==> config.mk <==
export PLATFORM = sky130hd
export DESIGN_NAME = wola_div
export DESIGN_NICKNAME = d
export VERILOG_FILES = /design/src/rtl/core/wola_pkg.sv /design/src/rtl/core/wola_div.sv
export SDC_FILE = /design/constraint.sdc
export NUM_CORES = 1
export LEC_CHECK = 0
export ABC_CLOCK_PERIOD_IN_PS = 6530
export BUFFER_PORTS_ARGS = -buffer_cell sky130_fd_sc_hd__buf_2
export CELL_PAD_IN_SITES_DETAIL_PLACEMENT = 1
export CELL_PAD_IN_SITES_GLOBAL_PLACEMENT = 1
export CORE_UTILIZATION = 51
export CTS_CLUSTER_SIZE = 40
export DETAILED_ROUTE_END_ITERATION = 8
export PLACE_DENSITY_LB_ADDON = 0.12
export REMOVE_ABC_BUFFERS = 1
export SLEW_MARGIN = 30
export SYNTH_ARGS = -nofsm -noshare
export SYNTH_HDL_FRONTEND = slang
export SYNTH_SLANG_ARGS = --single-unit
==> constraint.sdc <==
create_clock -name clk -period 6.53 [get_ports clk]
set_input_delay 0 -clock clk [delete_from_list [all_inputs] [get_ports clk]]
set_output_delay 0 -clock clk [all_outputs]
set_load 0.02 [all_outputs]
==> src/rtl/core/wola_pkg.sv <==
// package: types, constants and helpers for the weighted overlap-add normalizer
package wola_pkg;

	localparam int WINDOW_FRAMES = 262144;
	localparam int SLOT_W = $clog2(WINDOW_FRAMES);
	localparam int EXT_W = SLOT_W + 1;
	localparam int POS_W = 40;
	localparam int SAMP_W = 16;
	localparam int WIN_W = 17;
	localparam int ACC_W = 40;
	localparam int WSUM_W = 24;
	localparam int ENTRY_W = 2 * ACC_W + WSUM_W;
	// divider: 42-bit dividend (2*mag+ws), 25-bit divisor, quotient saturated to a 16-bit result
	localparam int DVD_W = ACC_W + 2;
	localparam int DVS_W = WSUM_W + 1;
	localparam int QCNT_W = $clog2(DVD_W + 1);
	localparam int CLR_W = SLOT_W + 1;

	localparam logic [1:0] ST_OK     = 2'd0;
	localparam logic [1:0] ST_BEHIND = 2'd1;
	localparam logic [1:0] ST_BEYOND = 2'd2;
	localparam logic [1:0] ST_EMPTY  = 2'd3;

	localparam logic FUNC_ADD = 1'b0;
	localparam logic FUNC_POP = 1'b1;

	localparam logic [WIN_W-1:0] WEIGHT_ONE = WIN_W'(65536);

	typedef enum logic [3:0] {
		S_CLEAR,
		S_IDLE,
		S_READ,
		S_WAIT,
		S_ADD,
		S_DIV_L,
		S_DIV_R,
		S_WRITE,
		S_OUT
	} state_t;

	typedef struct packed {
		logic [ACC_W-1:0] left_sum;
		logic [ACC_W-1:0] right_sum;
		logic [WSUM_W-1:0] weight_sum;
	} entry_t;

	typedef struct packed {
		logic start;
		logic sel_right;
	} div_ctl_t;

	typedef struct packed {
		logic busy;
		logic done;
	} div_sts_t;

	// saturating accumulate of one product into a 40-bit signed sum
	function automatic logic [ACC_W-1:0] sat_add(input logic [ACC_W-1:0] a,
			input logic signed [SAMP_W+WIN_W:0] p);
		logic signed [ACC_W:0] s;
		s = $signed({a[ACC_W-1], a}) + (ACC_W+1)'(p);
		if (s[ACC_W] != s[ACC_W-1])
			return s[ACC_W] ? {1'b1, {(ACC_W-1){1'b0}}} : {1'b0, {(ACC_W-1){1'b1}}};
		return s[ACC_W-1:0];
	endfunction

endpackage

==> src/rtl/core/wola_div.sv <==
// shared restoring divider: rounded, saturated normalization of one sum
module wola_div (
	input  logic                     clk,
	input  logic                     arst_n,
	input  wola_pkg::div_ctl_t       ctl,
	input  logic [wola_pkg::ACC_W-1:0]  acc,
	input  logic [wola_pkg::WSUM_W-1:0] ws,
	output wola_pkg::div_sts_t       sts,
	output logic [15:0]              result
);
	import wola_pkg::*;

	logic [DVD_W-1:0] rem_q;
	logic [DVD_W-1:0] quo_q;
	logic [DVD_W-1:0] dvd_q;
	logic [DVS_W-1:0] dvs_q;
	logic [QCNT_W-1:0] cnt_q;
	logic neg_q, zero_q, busy_q, done_q;
	logic [ACC_W-1:0] mag;
	logic [DVD_W:0] trial;
	logic [DVD_W-1:0] shifted;

	assign mag = acc[ACC_W-1] ? (~acc + 1'b1) : acc;
	assign shifted = {rem_q[DVD_W-2:0], dvd_q[DVD_W-1]};
	assign trial = {1'b0, shifted} - (DVD_W+1)'(dvs_q);

	// one quotient bit per cycle
	always_ff @(posedge clk or negedge arst_n) begin
		if (!arst_n) begin
			busy_q <= 1'b0;
			done_q <= 1'b0;
			cnt_q <= '0;
		end else begin
			done_q <= busy_q && !ctl.start && (cnt_q == QCNT_W'(1));
			if (ctl.start) begin
				busy_q <= 1'b1;
				cnt_q <= QCNT_W'(DVD_W);
			end else if (busy_q) begin
				cnt_q <= cnt_q - 1'b1;
				if (cnt_q == QCNT_W'(1))
					busy_q <= 1'b0;
			end
		end
	end

	// datapath
	always_ff @(posedge clk) begin
		if (ctl.start) begin
			dvd_q <= DVD_W'({mag, 1'b0}) + DVD_W'(ws);
			dvs_q <= {ws, 1'b0};
			rem_q <= '0;
			quo_q <= '0;
			neg_q <= acc[ACC_W-1];
			zero_q <= (ws == '0);
		end else if (busy_q) begin
			dvd_q <= {dvd_q[DVD_W-2:0], 1'b0};
			if (!trial[DVD_W]) begin
				rem_q <= trial[DVD_W-1:0];
				quo_q <= {quo_q[DVD_W-2:0], 1'b1};
			end else begin
				rem_q <= shifted;
				quo_q <= {quo_q[DVD_W-2:0], 1'b0};
			end
		end
	end

	// sign, saturation and zero weight
	always_comb begin
		if (zero_q)
			result = '0;
		else if (neg_q)
			result = (quo_q > DVD_W'(32768)) ? 16'h8000 : 16'(~quo_q + 1'b1);
		else
			result = (quo_q > DVD_W'(32767)) ? 16'h7fff : quo_q[15:0];
	end

	assign sts.busy = busy_q;
	assign sts.done = done_q;
endmodule

==> flow_summary.toml <==
[status]
status = "complete, no violations"

[logic_synthesis]
seq_area_frac_synth_pct = 35.9
synth_ff_type = "dfxtp_1"
ys_types = 79
synth-edff-count = 68
postSynthCellCount = 1232
synth_area_per_cell_um2 = 8.83
async_flop_share_pct = 5.03
yosys_warnings = 0
syn_area_um2 = 10900
ys_ff_latch = 159

[floorplanning]
die_w_um = 148
initial_utilization_pct = 51.9
rows = 53
die_y_um = 148
die_area_um2 = 21900
coreArea_um2 = 21000
io_pins = 86

[routing]
wl_per_cell_um = 19.4
ant_nets = 0
drc = 0
drt_wl_total_um = 30800
firstDrtPassIters = 5
vias = 9618
drtIter0Drc = 491
via_per_inst = 6.05

[clocking]
cts_tree = "yes"
cts_made_buffers = 17
clkTransAtPathRegs_ns = 0.07
cts_root_buf = "clkbuf_16"
htree_levels = 4
cts_resized = 0
clock_path_buffers = 2
post_cts_buffers = 0
postCtsHoldBufs = 26
clk_latency_ns = 0.44
clock-sinks = 159

[setup_path]
critical-path-top-delay-family = "compound AO/OA/AOI/OAI gates"
cp_max_fo = 7
critPathMaxStageDelay_ns = 0.79
crit_chain = "buf_2, inv_1, ha_1, or3b_2, or2_2, o21ai_0, xnor2_1, ha_1, a21o_1, a21o_1, a21oi_1, nand3_1, o31a_1, o41ai_1, nor2_1, xor2_1, mux2_2"
path_buf_inv = 2
cpMaxStageDelayCell = "o41ai_1"
startpoint_type = "input port"
arrival_ns = 4.54
r2r-start = "rem_q[25]"
path_class = "in2reg"
rrSetupSlack_ns = 2.69
r2r-end = "rem_q[22]"
critPathCaptureType = "flip-flop"
r2r_cells = 8
critPathRequiredTime_ns = 6.73

[sta]
finalSetupTns_ns = 0
rsz0062_at_grt = "no"
slew_violations = 0
slew-limit-headroom_pct = 34.7
final.setup_skew_ns = 0.00956
worst_slew_pin_slew_ns = 0.967
finalCritPeriodShare_pct = 66.4
clock.fmax_ghz = 0.231
period_needed_ns = 4.34
setup_viol = 0
hold_viol = 0

[placement]
hpwl_um = 21000
placed_area_um2 = 11400
numPortBuffers = 84
dpl.cell_count = 1531
gp_congestion = 0.848

[finish]
drive_gt1_share_pct = 13.2
final_cells = 1591
mostFrequentLayoutCells = "169 x nor2_1, 91 x nand2_1, 83 x buf_2, 83 x dfxtp_1"
area_growth_pct = 12.8
fin_nets = 1427
final_common_cell = "nor2_1"
stdcell_area_um2 = 12300

[grt]
grt_usage_pct = 28.5
antenna_found_initial = 2
grt_max_degree = 80
grt_pass1_vias = 9704
grt_first_pass_wirelength_um = 49600
grt_overflow = 0

[hold_path]
min_delay_path_depth = 3
holdCritStartpoint = "acc[0]"
min_to = "dvd_q[1]"
hp-class = "in2reg"

[power]
p_total_mw = 4.07
p_per_area_nw_per_um2 = 332
irDropWorstVdd_uv = 177
p_leak_nw = 5.30

[run]
max-cap-violations = 0
-- per-layer routing --
metal	global-route usage (%)	vias to the layer above	part of all wire [%]
li1	-	4648	-
met1	36.8	4698	46
met2	48.7	218	48
met4	8.92	0	2.3
met5	0	-	0
met3	4.29	54	3.6
-- worst max path at each step --
| stage | cells past startpoint | from | to |
|---|---|---|---|
| 6_report | 17 | acc[1] | dvd_q[26] |
| 5_1_grt | 17 | acc[1] | dvd_q[26] |
| 4_1_cts | 17 | acc[0] | dvd_q[26] |
| 3_5_place_dp | 17 | acc[0] | dvd_q[26] |
| 3_3_place_gp | 17 | acc[0] | dvd_q[26] |
| 2_1_floorplan | 1 | busy_q | dvd_q[0] |
-- power breakdown --
group / switching, mW / internal, mW / total [mW]
sequential: 0.156 / 1.25 / 1.40
clock: 0.488 / 0.531 / 1.02
combinational: 0.945 / 0.706 / 1.65
total: 1.59 / 2.49 / 4.07
-- area by class of cell --
| type | count | area [µm²] |
|---|---|---|
| clock inverter | 14 | 135 |
| clock buffer | 18 | 450 |
| tap | 275 | 344 |
| multi-input combinational | 967 | 6560 |
| antenna | 2 | 5.00 |
| fill | 2514 | 8690 |
| timing repair buffer | 112 | 702 |
| sequential | 159 | 3910 |
| inverter | 44 | 165 |
-- through the flow --
| stage | utilization, % | setup WS, ns | hold slack (ns) |
|---|---|---|---|
| 2_1_floorplan | - | 2.31 | -0.296 |
| 3_3_place_gp | 54.5 | 2.01 | -0.149 |
| 3_5_place_dp | 54.5 | 1.89 | -0.147 |
| 4_1_cts | 58.5 | 2.28 | 0.0251 |
| 5_1_grt | 58.6 | 1.97 | 0.0430 |
| 6_report | 58.6 | 2.19 | 0.0302 |
-- synthesized netlist by cell type, drive strengths merged, types with 19 or more instances --
cell type / instances / share of area [%]
nor2: 169 / 5.8
nand2: 93 / 3.3
dfxtp: 83 / 15
edfxtp: 68 / 19
xnor2: 68 / 5.5
a21oi: 67 / 3.2
ha: 56 / 6.4
o21ai: 51 / 2.4
mux2i: 47 / 4.3
clkbuf: 45 / 1.6
inv: 44 / 1.5
nor3: 34 / 1.6
mux2: 33 / 3.4
xor2: 32 / 2.6
a21o: 29 / 2.0
a311oi: 26 / 2.1
nand3: 26 / 1.2
a211oi: 24 / 1.7
or3: 20 / 1.2
nor4: 19 / 1.1
-- logic make-up (layout without fill, tap and decap cells) --
family | after synthesis | after routing | synth area share [%]
AOI/OAI and AO/OA | 287 | 287 | 18.0
xor gates and xnor gates | 100 | 100 | 8.05
adders and majority gates | 58 | 58 | 6.81
buffers and inverters | 106 | 188 | 3.86
DFF | 159 | 159 | 35.9
muxes | 80 | 80 | 7.74
other | 0 | 2 | 0
and+or+nand+nor | 442 | 442 | 19.7
-- state kept, by name, indices dropped and copies added, names as in the netlist --
signal	count
dvd_q	42
quo_q	42
neg_q	1
zero_q	1
done_q	1
rem_q	41
cnt_q	6
busy_q	1
dvs_q	24
-- worst min-delay path: stages --
cell	delay, ns
buf_2	0.11
ha_1	0.12
mux2_2	0.14
(Power assumes the default switching activity.)
